**config.mk**
```make
export PLATFORM = sky130hd
export DESIGN_NAME = heart_path_conduction_automaton
export DESIGN_NICKNAME = d
export VERILOG_FILES = /design/src/hw/rtl/hpca_pkg.sv /design/src/hw/rtl/heart_path_conduction_automaton.sv /design/src/hw/rtl/hpca_collide.sv /design/src/hw/rtl/hpca_core.sv
export VERILOG_INCLUDE_DIRS = /design/src /design/src/hw/rtl
export SDC_FILE = /design/constraint.sdc
export NUM_CORES = 1
export LEC_CHECK = 0
export ABC_AREA = 0
export BUFFER_PORTS_ARGS = -buffer_cell sky130_fd_sc_hd__buf_2
export CORE_AREA = 4 4 201 203
export CTS_CLUSTER_DIAMETER = 60
export CTS_CLUSTER_SIZE = 25
export DETAILED_ROUTE_END_ITERATION = 16
export DIE_AREA = 0 0 205 207
export PLACE_DENSITY = 0.66
export SETUP_SLACK_MARGIN = 0.5
export SYNTH_ARGS = -nofsm -noshare
export SYNTH_HDL_FRONTEND = slang
export SYNTH_SLANG_ARGS = --single-unit
export TNS_END_PERCENT = 5
```
**constraint.sdc**
```tcl
create_clock -name clk -period 8.2 [get_ports clk]
set_clock_uncertainty 0.1 [all_clocks]
set_input_delay 0.41 -clock clk [delete_from_list [all_inputs] [get_ports clk]]
set_output_delay 0.41 -clock clk [all_outputs]
set_load 0.005 [all_outputs]
```
**src/hw/rtl/heart_path_conduction_automaton_defines.svh**
```systemverilog
// Assertion macros shared by the conduction path automaton RTL.
`ifndef HEART_PATH_CONDUCTION_AUTOMATON_DEFINES_SVH
`define HEART_PATH_CONDUCTION_AUTOMATON_DEFINES_SVH
`ifndef SYNTHESIS
`define HPCA_ASSERT_IMPLY(label, clk, rst_n, pre, post) \
	label: assert property (@(posedge clk) disable iff (!rst_n) (pre) |-> (post)) \
		else $error("hpca assertion failed");
`define HPCA_ASSERT_NEXT(label, clk, rst_n, pre, post) \
	label: assert property (@(posedge clk) disable iff (!rst_n) (pre) |=> (post)) \
		else $error("hpca assertion failed");
`else
`define HPCA_ASSERT_IMPLY(label, clk, rst_n, pre, post)
`define HPCA_ASSERT_NEXT(label, clk, rst_n, pre, post)
`endif
`endif

```
**src/hw/rtl/hpca_pkg.sv**
```systemverilog
// Types and constants of the conduction path automaton.
`default_nettype none
package hpca_pkg;

	typedef enum logic [2:0] {
		M_IDLE = 3'd0,
		M_FWD  = 3'd1,
		M_BWD  = 3'd2,
		M_REFR = 3'd3,
		M_CONF = 3'd4
	} hpca_mode_t;

	typedef enum logic [1:0] {
		ST_READY,
		ST_TEST,
		ST_HOLD
	} hpca_core_st_t;

	typedef enum logic [2:0] {
		CL_IDLE,
		CL_MUL_P,
		CL_MUL_A,
		CL_MUL_B,
		CL_ABS,
		CL_MUL_M,
		CL_TEN,
		CL_CMP
	} hpca_coll_st_t;

	localparam logic CFG_FORWARD_RELOAD  = 1'b0;
	localparam logic CFG_BACKWARD_RELOAD = 1'b1;

	localparam int RELOAD_RESET = 100;

	typedef struct packed {
		logic first_node_active;
		logic second_node_active;
	} hpca_in_t;

	typedef struct packed {
		logic       fire_first_node;
		logic       fire_second_node;
		logic [2:0] path_mode;
	} hpca_out_t;

	typedef struct packed {
		logic done;
		logic annihilate;
	} hpca_coll_sts_t;

endpackage
`default_nettype wire

```
**src/hw/rtl/heart_path_conduction_automaton.sv**
```systemverilog
// The result is registered; in the conflict mode with both timers running, the
// serial collision test runs first and the result is registered when it is done.
// Throughput: one request per cycle while the output is not stalled; a conflict
// test holds off the next request until its shift-add sequence over the timer bits ends.
// Reset: asynchronous; mode idle, reloads and timers 100, result register empty.
`default_nettype none
module heart_path_conduction_automaton
	import hpca_pkg::*;
#(
	parameter int TIMER_WIDTH = 12
) (
	input  wire logic                   clk,
	input  wire logic                   arst_n,
	input  wire logic                   in_valid,
	output logic                        in_stall,
	input  wire hpca_in_t               in_data,
	output logic                        out_valid,
	input  wire logic                   out_stall,
	output hpca_out_t                   out_data,
	input  wire logic                   cfg_we,
	input  wire logic                   cfg_index,
	input  wire logic [TIMER_WIDTH-1:0] cfg_data
);

	logic [TIMER_WIDTH-1:0] fwd_reload_q;
	logic [TIMER_WIDTH-1:0] bwd_reload_q;

	always_ff @(posedge clk or negedge arst_n) begin
		if (!arst_n) begin
			fwd_reload_q <= TIMER_WIDTH'(RELOAD_RESET);
			bwd_reload_q <= TIMER_WIDTH'(RELOAD_RESET);
		end else if (cfg_we) begin
			case (cfg_index)
				CFG_FORWARD_RELOAD:  fwd_reload_q <= cfg_data;
				CFG_BACKWARD_RELOAD: bwd_reload_q <= cfg_data;
				default:             fwd_reload_q <= fwd_reload_q;
			endcase
		end
	end

	hpca_core #(
		.TIMER_WIDTH(TIMER_WIDTH)
	) u_core (
		.clk       (clk),
		.arst_n    (arst_n),
		.in_valid  (in_valid),
		.in_stall  (in_stall),
		.in_data   (in_data),
		.out_valid (out_valid),
		.out_stall (out_stall),
		.out_data  (out_data),
		.fwd_reload(fwd_reload_q),
		.bwd_reload(bwd_reload_q)
	);

endmodule
`default_nettype wire

```
**src/hw/rtl/hpca_collide.sv**
```systemverilog
// Bit-serial collision test: |Df*Db - cf*Db - cb*Df| * 10 * min(Df,Db) < 9*Df*Db.
`default_nettype none
`include "heart_path_conduction_automaton_defines.svh"
module hpca_collide
	import hpca_pkg::*;
#(
	parameter int TIMER_WIDTH = 12
) (
	input  wire logic                   clk,
	input  wire logic                   arst_n,
	input  wire logic                   start,
	input  wire logic [TIMER_WIDTH-1:0] fwd_reload,
	input  wire logic [TIMER_WIDTH-1:0] bwd_reload,
	input  wire logic [TIMER_WIDTH-1:0] fwd_count,
	input  wire logic [TIMER_WIDTH-1:0] bwd_count,
	output hpca_coll_sts_t              sts
);

	localparam int AW = 3 * TIMER_WIDTH + 6;
	localparam int PW = 2 * TIMER_WIDTH;
	localparam int RW = 2 * TIMER_WIDTH + 4;
	localparam int CW = $clog2(TIMER_WIDTH);
	localparam logic [CW-1:0] LAST = CW'(TIMER_WIDTH - 1);

	hpca_coll_st_t st_q, st_d;
	logic                   done_q;
	logic [AW-1:0]          acc_q;
	logic [AW-1:0]          mcand_q;
	logic [TIMER_WIDTH-1:0] mplier_q;
	logic [CW-1:0]          cnt_q;
	logic [PW-1:0]          p_q;
	logic [RW-1:0]          rhs_q;
	logic                   ann_q;

	logic                   last;
	logic [TIMER_WIDTH-1:0] min_rl;
	logic [AW-1:0]          acc_add;
	logic [AW-1:0]          acc_sub;
	logic [AW-1:0]          acc_abs;

	assign last    = (cnt_q == LAST);
	assign min_rl  = (fwd_reload < bwd_reload) ? fwd_reload : bwd_reload;
	assign acc_add = mplier_q[0] ? (acc_q + mcand_q) : acc_q;
	assign acc_sub = mplier_q[0] ? (acc_q - mcand_q) : acc_q;
	assign acc_abs = acc_q[AW-1] ? (AW'(0) - acc_q) : acc_q;

	always_comb begin
		st_d = st_q;
		case (st_q)
			CL_IDLE:  if (start) st_d = (min_rl == '0) ? CL_IDLE : CL_MUL_P;
			CL_MUL_P: if (last) st_d = CL_MUL_A;
			CL_MUL_A: if (last) st_d = CL_MUL_B;
			CL_MUL_B: if (last) st_d = CL_ABS;
			CL_ABS:   st_d = CL_MUL_M;
			CL_MUL_M: if (last) st_d = CL_TEN;
			CL_TEN:   st_d = CL_CMP;
			CL_CMP:   st_d = CL_IDLE;
			default:  st_d = CL_IDLE;
		endcase
	end

	always_comb begin
		sts.done       = done_q;
		sts.annihilate = ann_q;
	end

	// The result is ready in the cycle after the compare, or straight after start
	// when the smaller reload is zero and the threshold is unbounded.
	always_ff @(posedge clk or negedge arst_n) begin
		if (!arst_n) begin
			st_q   <= CL_IDLE;
			done_q <= 1'b0;
		end else begin
			st_q   <= st_d;
			done_q <= (st_q == CL_CMP) || (st_q == CL_IDLE && start && min_rl == '0);
		end
	end

	always_ff @(posedge clk) begin
		case (st_q)
			CL_IDLE: begin
				if (start) begin
					acc_q    <= '0;
					mcand_q  <= AW'(bwd_reload);
					mplier_q <= fwd_reload;
					cnt_q    <= '0;
					ann_q    <= 1'b1;
				end
			end
			CL_MUL_P: begin
				acc_q <= acc_add;
				if (last) begin
					p_q      <= acc_add[PW-1:0];
					mcand_q  <= AW'(bwd_reload);
					mplier_q <= fwd_count;
					cnt_q    <= '0;
				end else begin
					mcand_q  <= mcand_q << 1;
					mplier_q <= mplier_q >> 1;
					cnt_q    <= cnt_q + CW'(1);
				end
			end
			CL_MUL_A: begin
				acc_q <= acc_sub;
				if (last) begin
					mcand_q  <= AW'(fwd_reload);
					mplier_q <= bwd_count;
					cnt_q    <= '0;
				end else begin
					mcand_q  <= mcand_q << 1;
					mplier_q <= mplier_q >> 1;
					cnt_q    <= cnt_q + CW'(1);
				end
			end
			CL_MUL_B: begin
				acc_q    <= acc_sub;
				mcand_q  <= mcand_q << 1;
				mplier_q <= mplier_q >> 1;
				cnt_q    <= cnt_q + CW'(1);
			end
			CL_ABS: begin
				mcand_q  <= acc_abs;
				acc_q    <= '0;
				mplier_q <= min_rl;
				cnt_q    <= '0;
				rhs_q    <= RW'({p_q, 3'b000}) + RW'(p_q);
			end
			CL_MUL_M: begin
				acc_q    <= acc_add;
				mcand_q  <= mcand_q << 1;
				mplier_q <= mplier_q >> 1;
				cnt_q    <= cnt_q + CW'(1);
			end
			CL_TEN: begin
				acc_q <= (acc_q << 3) + (acc_q << 1);
			end
			CL_CMP: begin
				ann_q <= (acc_q < AW'(rhs_q));
			end
			default: begin
				ann_q <= 1'b1;
			end
		endcase
	end

	`HPCA_ASSERT_NEXT(a_done_pulse, clk, arst_n, done_q, !done_q)
	`HPCA_ASSERT_IMPLY(a_done_source, clk, arst_n, done_q, $past(st_q) == CL_CMP || $past(st_q) == CL_IDLE)
	`HPCA_ASSERT_IMPLY(a_mag_positive, clk, arst_n, st_q == CL_MUL_M, !acc_q[AW-1])

endmodule
`default_nettype wire

```
**src/hw/rtl/hpca_core.sv**
```systemverilog
// Path mode and timer state, request handshake and result register.
`default_nettype none
`include "heart_path_conduction_automaton_defines.svh"
module hpca_core
	import hpca_pkg::*;
#(
	parameter int TIMER_WIDTH = 12
) (
	input  wire logic                   clk,
	input  wire logic                   arst_n,
	input  wire logic                   in_valid,
	output logic                        in_stall,
	input  wire hpca_in_t               in_data,
	output logic                        out_valid,
	input  wire logic                   out_stall,
	output hpca_out_t                   out_data,
	input  wire logic [TIMER_WIDTH-1:0] fwd_reload,
	input  wire logic [TIMER_WIDTH-1:0] bwd_reload
);

	hpca_core_st_t st_q, st_d;
	hpca_mode_t    mode_q, mode_d;
	logic [TIMER_WIDTH-1:0] fcnt_q, fcnt_d;
	logic [TIMER_WIDTH-1:0] bcnt_q, bcnt_d;
	logic                   out_valid_q;
	hpca_out_t              out_q;
	hpca_out_t              hold_q;
	hpca_out_t              res;
	hpca_coll_sts_t         sts;

	logic accept, needs_test, out_free, commit, load_out, coll_start;

	hpca_collide #(
		.TIMER_WIDTH(TIMER_WIDTH)
	) u_collide (
		.clk       (clk),
		.arst_n    (arst_n),
		.start     (coll_start),
		.fwd_reload(fwd_reload),
		.bwd_reload(bwd_reload),
		.fwd_count (fcnt_q),
		.bwd_count (bcnt_q),
		.sts       (sts)
	);

	assign accept     = in_valid && !in_stall;
	assign needs_test = (mode_q == M_CONF) && (fcnt_q != '0) && (bcnt_q != '0);
	assign out_free   = !out_valid_q || !out_stall;

	// One tick of the path automaton; the collision outcome is only used in
	// the conflict mode with both timers still running.
	always_comb begin
		mode_d = mode_q;
		fcnt_d = fcnt_q;
		bcnt_d = bcnt_q;
		res    = '0;
		case (mode_q)
			M_IDLE: begin
				if (in_data.first_node_active) mode_d = M_FWD;
				else if (in_data.second_node_active) mode_d = M_BWD;
			end
			M_FWD: begin
				if (in_data.second_node_active) begin
					mode_d = M_CONF;
				end else if (fcnt_q == '0) begin
					fcnt_d               = fwd_reload;
					res.fire_second_node = 1'b1;
					mode_d               = M_REFR;
				end else begin
					fcnt_d = fcnt_q - TIMER_WIDTH'(1);
				end
			end
			M_BWD: begin
				if (in_data.first_node_active) begin
					mode_d = M_CONF;
				end else if (bcnt_q == '0) begin
					bcnt_d              = bwd_reload;
					res.fire_first_node = 1'b1;
					mode_d              = M_REFR;
				end else begin
					bcnt_d = bcnt_q - TIMER_WIDTH'(1);
				end
			end
			M_REFR: mode_d = M_IDLE;
			M_CONF: begin
				if (bcnt_q == '0) begin
					bcnt_d              = bwd_reload;
					res.fire_first_node = 1'b1;
					mode_d              = M_REFR;
				end else if (fcnt_q == '0) begin
					fcnt_d               = fwd_reload;
					res.fire_second_node = 1'b1;
					mode_d               = M_REFR;
				end else if (sts.annihilate) begin
					fcnt_d = fwd_reload;
					bcnt_d = bwd_reload;
					mode_d = M_REFR;
				end else begin
					fcnt_d = fcnt_q - TIMER_WIDTH'(1);
					bcnt_d = bcnt_q - TIMER_WIDTH'(1);
				end
			end
			default: mode_d = M_IDLE;
		endcase
		res.path_mode = mode_d;
	end

	always_comb begin
		st_d = st_q;
		case (st_q)
			ST_READY: begin
				if (accept && needs_test) st_d = ST_TEST;
				else if (accept && !out_free) st_d = ST_HOLD;
			end
			ST_TEST:  if (sts.done) st_d = out_free ? ST_READY : ST_HOLD;
			ST_HOLD:  if (out_free) st_d = ST_READY;
			default:  st_d = ST_READY;
		endcase
	end

	always_comb begin
		in_stall   = (st_q != ST_READY);
		coll_start = 1'b0;
		commit     = 1'b0;
		load_out   = 1'b0;
		case (st_q)
			ST_READY: begin
				coll_start = accept && needs_test;
				commit     = accept && !needs_test;
				load_out   = commit && out_free;
			end
			ST_TEST: begin
				commit   = sts.done;
				load_out = commit && out_free;
			end
			ST_HOLD:  load_out = out_free;
			default: begin
				commit = 1'b0;
			end
		endcase
	end

	always_ff @(posedge clk or negedge arst_n) begin
		if (!arst_n) begin
			st_q        <= ST_READY;
			mode_q      <= M_IDLE;
			fcnt_q      <= TIMER_WIDTH'(RELOAD_RESET);
			bcnt_q      <= TIMER_WIDTH'(RELOAD_RESET);
			out_valid_q <= 1'b0;
		end else begin
			st_q <= st_d;
			if (commit) begin
				mode_q <= mode_d;
				fcnt_q <= fcnt_d;
				bcnt_q <= bcnt_d;
			end
			if (load_out) out_valid_q <= 1'b1;
			else if (!out_stall) out_valid_q <= 1'b0;
		end
	end

	always_ff @(posedge clk) begin
		if (commit && !out_free) hold_q <= res;
		if (load_out) out_q <= (st_q == ST_HOLD) ? hold_q : res;
	end

	assign out_valid = out_valid_q;
	assign out_data  = out_q;

	`HPCA_ASSERT_IMPLY(a_test_in_conflict, clk, arst_n, st_q == ST_TEST, mode_q == M_CONF)
	`HPCA_ASSERT_IMPLY(a_done_when_waiting, clk, arst_n, sts.done, st_q == ST_TEST)
	`HPCA_ASSERT_IMPLY(a_hold_has_output, clk, arst_n, st_q == ST_HOLD, out_valid_q)

endmodule
`default_nettype wire
```
==> results.cfg <==
[synth]
synthDistinctLibCells = 80
synthTopCellsByArea = edfxtp_1, ha_1, a21oi_1, dfrtp_1, o21ai_0
synthArstFlopShare = 0.262
synth_ff_type = edfxtp_1
synth_area_sq_mm = 0.0191
synth_most_common_cell = a21oi_1
yosys-top-cells-count = a21oi_1, ha_1, o21ai_0
synth_area_leader_cell = edfxtp_1
synth_nets = 2414
ys_ff_latch = 221
syn_avg_cell_area_sq_um = 8.66
ys_seq_area_frac = 0.333
synth-edff-count = 163
synthCells = 2207
yosys_warnings = 0
synth_top_cell_area_share = 0.256

[final_layout]
diodes = 0
fin_area_sq_mm = 0.0207
fin_nets = 2403
layout-drive-gt1-share = 0.0749
area_growth_pct = 8.41

[die]
fp.dieW_um = 205
initial_core_util = 0.497
die_y_um = 207
ioPinCount = 27
dieArea_sq_mm = 0.0424
fp.coreArea_sq_mm = 0.0385
rows = 72

[route]
drc = 0
drt-pass1-iter-count = 6
drtIter0Drc = 1626
avgViaCountPerCell = 6.24
post_drt_wl_per_cell_um = 21.1
vias = 17100
wl_mm = 57.7
ant_nets = 0

[placed_design]
io_buffers = 26
gp_congestion = 0.948
place_area_sq_mm = 0.0197
hpwl_mm = 42.6

[clocking]
numCtsBuffers = 26
clock_sink_count = 221
cts_root_buf = clkbuf_16
clock_latency_ps = 560
clock_path_buffers = 3
cts_tree = done
htree_levels = 1
clkTransAtPathRegs_ps = 70
cts_setup_buffers = 0

[timing]
slew_violations = 0
hold_viol = 0
setup_violations = 0
fin_tns_setup_ps = 0
grt_setup_unrepaired = no
fmax_mhz = 221
hold_slack_ps = 30.3
period_minus_slack_ps = 4530
worst_pin_slew_ps = 1150
timing.final.crit_share = 0.552
relSlewSlack = 0.234

[run_status]
status = finished, final reports clean

[critical_path]
cp.required_ps = 8410
cp-start-kind = register
cp_max_fo = 12
crit_type = reg -> reg
slowest_delay_ps = 630
end_kind = register
arrival_ps = 4740
path_cells = ha_1, nor4_1, nand4_1, a211oi_1, nor3_1, o31ai_1, buf_4, a31oi_1, o21ai_0, o221a_2, o32ai_1, a221o_1
crit_slowest_cell = nor4_1

[min_path]
hold_path_class = in -> reg

[global_routing]
grt_pass1_vias = 16500
grt_first_pass_wirelength_mm = 91.3
gr-usage-all-layers = 0.264
grt.overflow.total = 0
antenna_found_initial = 1
grt_max_degree = 59

[job]
max-cap-violations = 0
cell families (layout without fill, tap and decap cells):
logic type | Yosys count | count (layout) | share of synthesized area
AND/OR/NAND/NOR | 579 | 579 | 0.146
multiplexers | 32 | 32 | 0.0187
buffers and inverters | 262 | 271 | 0.0514
flip-flops | 221 | 221 | 0.333
AO/OA/AOI/OAI | 779 | 779 | 0.260
XOR/XNOR | 147 | 147 | 0.0673
adder cells (fa/ha/maj) | 187 | 187 | 0.124
timing repair:
item	in CTS	in global routing
gates resized for setup	0	0
hold buffers	12	0
endpoints found under the hold margin	65	0
state kept, by name, summed over array words and instances (netlist names):
signal,cells
u_core.fcnt_q,12
u_core.u_collide.rhs_q,28
u_core.mode_q,3
u_core.u_collide.st_q,3
u_core.bcnt_q,12
u_core.u_collide.done_q,1
u_core.u_collide.cnt_q,4
fwd_reload_q,12
u_core.u_collide.acc_q,42
u_core.out_valid,1
u_core.st_q,2
u_core.u_collide.mcand_q,42
u_core.u_collide.ann_q,1
u_core.u_collide.mplier_q,12
u_core.hold_q,5
u_core.u_collide.p_q,24
bwd_reload_q,12
u_core.out_data,5
critical path, delay by kind of cell (launching register included):
| family | cells | cell delay, ps |
|---|---|---|
| adders and majority gates | 1 | 540 |
| AOI/OAI and AO/OA | 7 | 1820 |
| and+or+nand+nor | 3 | 1100 |
| DFF | 1 | 540 |
| buffers and inverters | 1 | 200 |
cell type report:
class	count	area, sq um
repair buffers	59	408
fillers	3579	17700
clock buffers	33	718
multi-input cells	1724	11800
inverters	164	616
well taps	518	648
clock inverters	15	154
flip-flops and latches	221	6360
final timing paths:
path / start / endpoint / slack [ps] / cells past startpoint
max: u_core.u_collide.acc_q[10] / u_core.u_collide.acc_q[39] / 3670 / 12
min: cfg_data[8] / bwd_reload_q[8] / 30 / 2
max reg2reg: u_core.u_collide.acc_q[10] / u_core.u_collide.acc_q[39] / 3670 / 12
min reg2reg: u_core.u_collide.done_q / u_core.st_q[0] / 380 / 1
max in group asynchronous: arst_n / u_core.u_collide.st_q[1] / 7030 / 3
min in group asynchronous: arst_n / u_core.fcnt_q[1] / 450 / 3
stage by stage:
step / setup slack, ps / instances / util
2_1_floorplan: 2980 / 2207 / -
5_1_grt: 3430 / 2734 / 0.539
6_report: 3670 / 2734 / 0.539
3_3_place_gp: 3790 / 2674 / 0.513
4_1_cts: 3750 / 2734 / 0.539
3_5_place_dp: 3760 / 2674 / 0.513
routing by layer:
layer	vias up	wire (um)	global-route usage
met5	-	0	0
met2	614	26500	0.424
met1	8180	25700	0.372
met4	0	2050	0.0885
met3	114	3410	0.0305
li1	8165	-	-
cell usage in the layout (no fill, tap or decap), types with 9 or more instances in the layout:
master,instances
a22o_1,9
a211oi_1,16
and2_1,10
nand2_1,164
nand4_1,21
buf_4,21
a31oi_1,16
o21bai_1,28
buf_2,26
clkbuf_16,27
nor2b_1,25
inv_1,161
a221o_1,23
ha_1,183
o21a_1,9
dlygate4sd3_1,12
a221oi_1,14
o22ai_1,33
xor2_1,70
o31ai_1,24
a21oi_1,250
o211ai_1,21
or3_1,23
dfrtp_1,46
mux2_2,30
a21o_1,60
nor2_1,160
o221ai_1,11
edfxtp_1,163
nor4_1,22
a22oi_1,12
nand2b_1,33
o21ai_0,172
nor3_1,40
dfstp_2,12
nand3_1,33
xnor2_1,77
o41ai_1,9
Power is left out: the tool's default activity adds up to more than one toggle a clock period on the data nets, which glitch-free logic cannot reach.
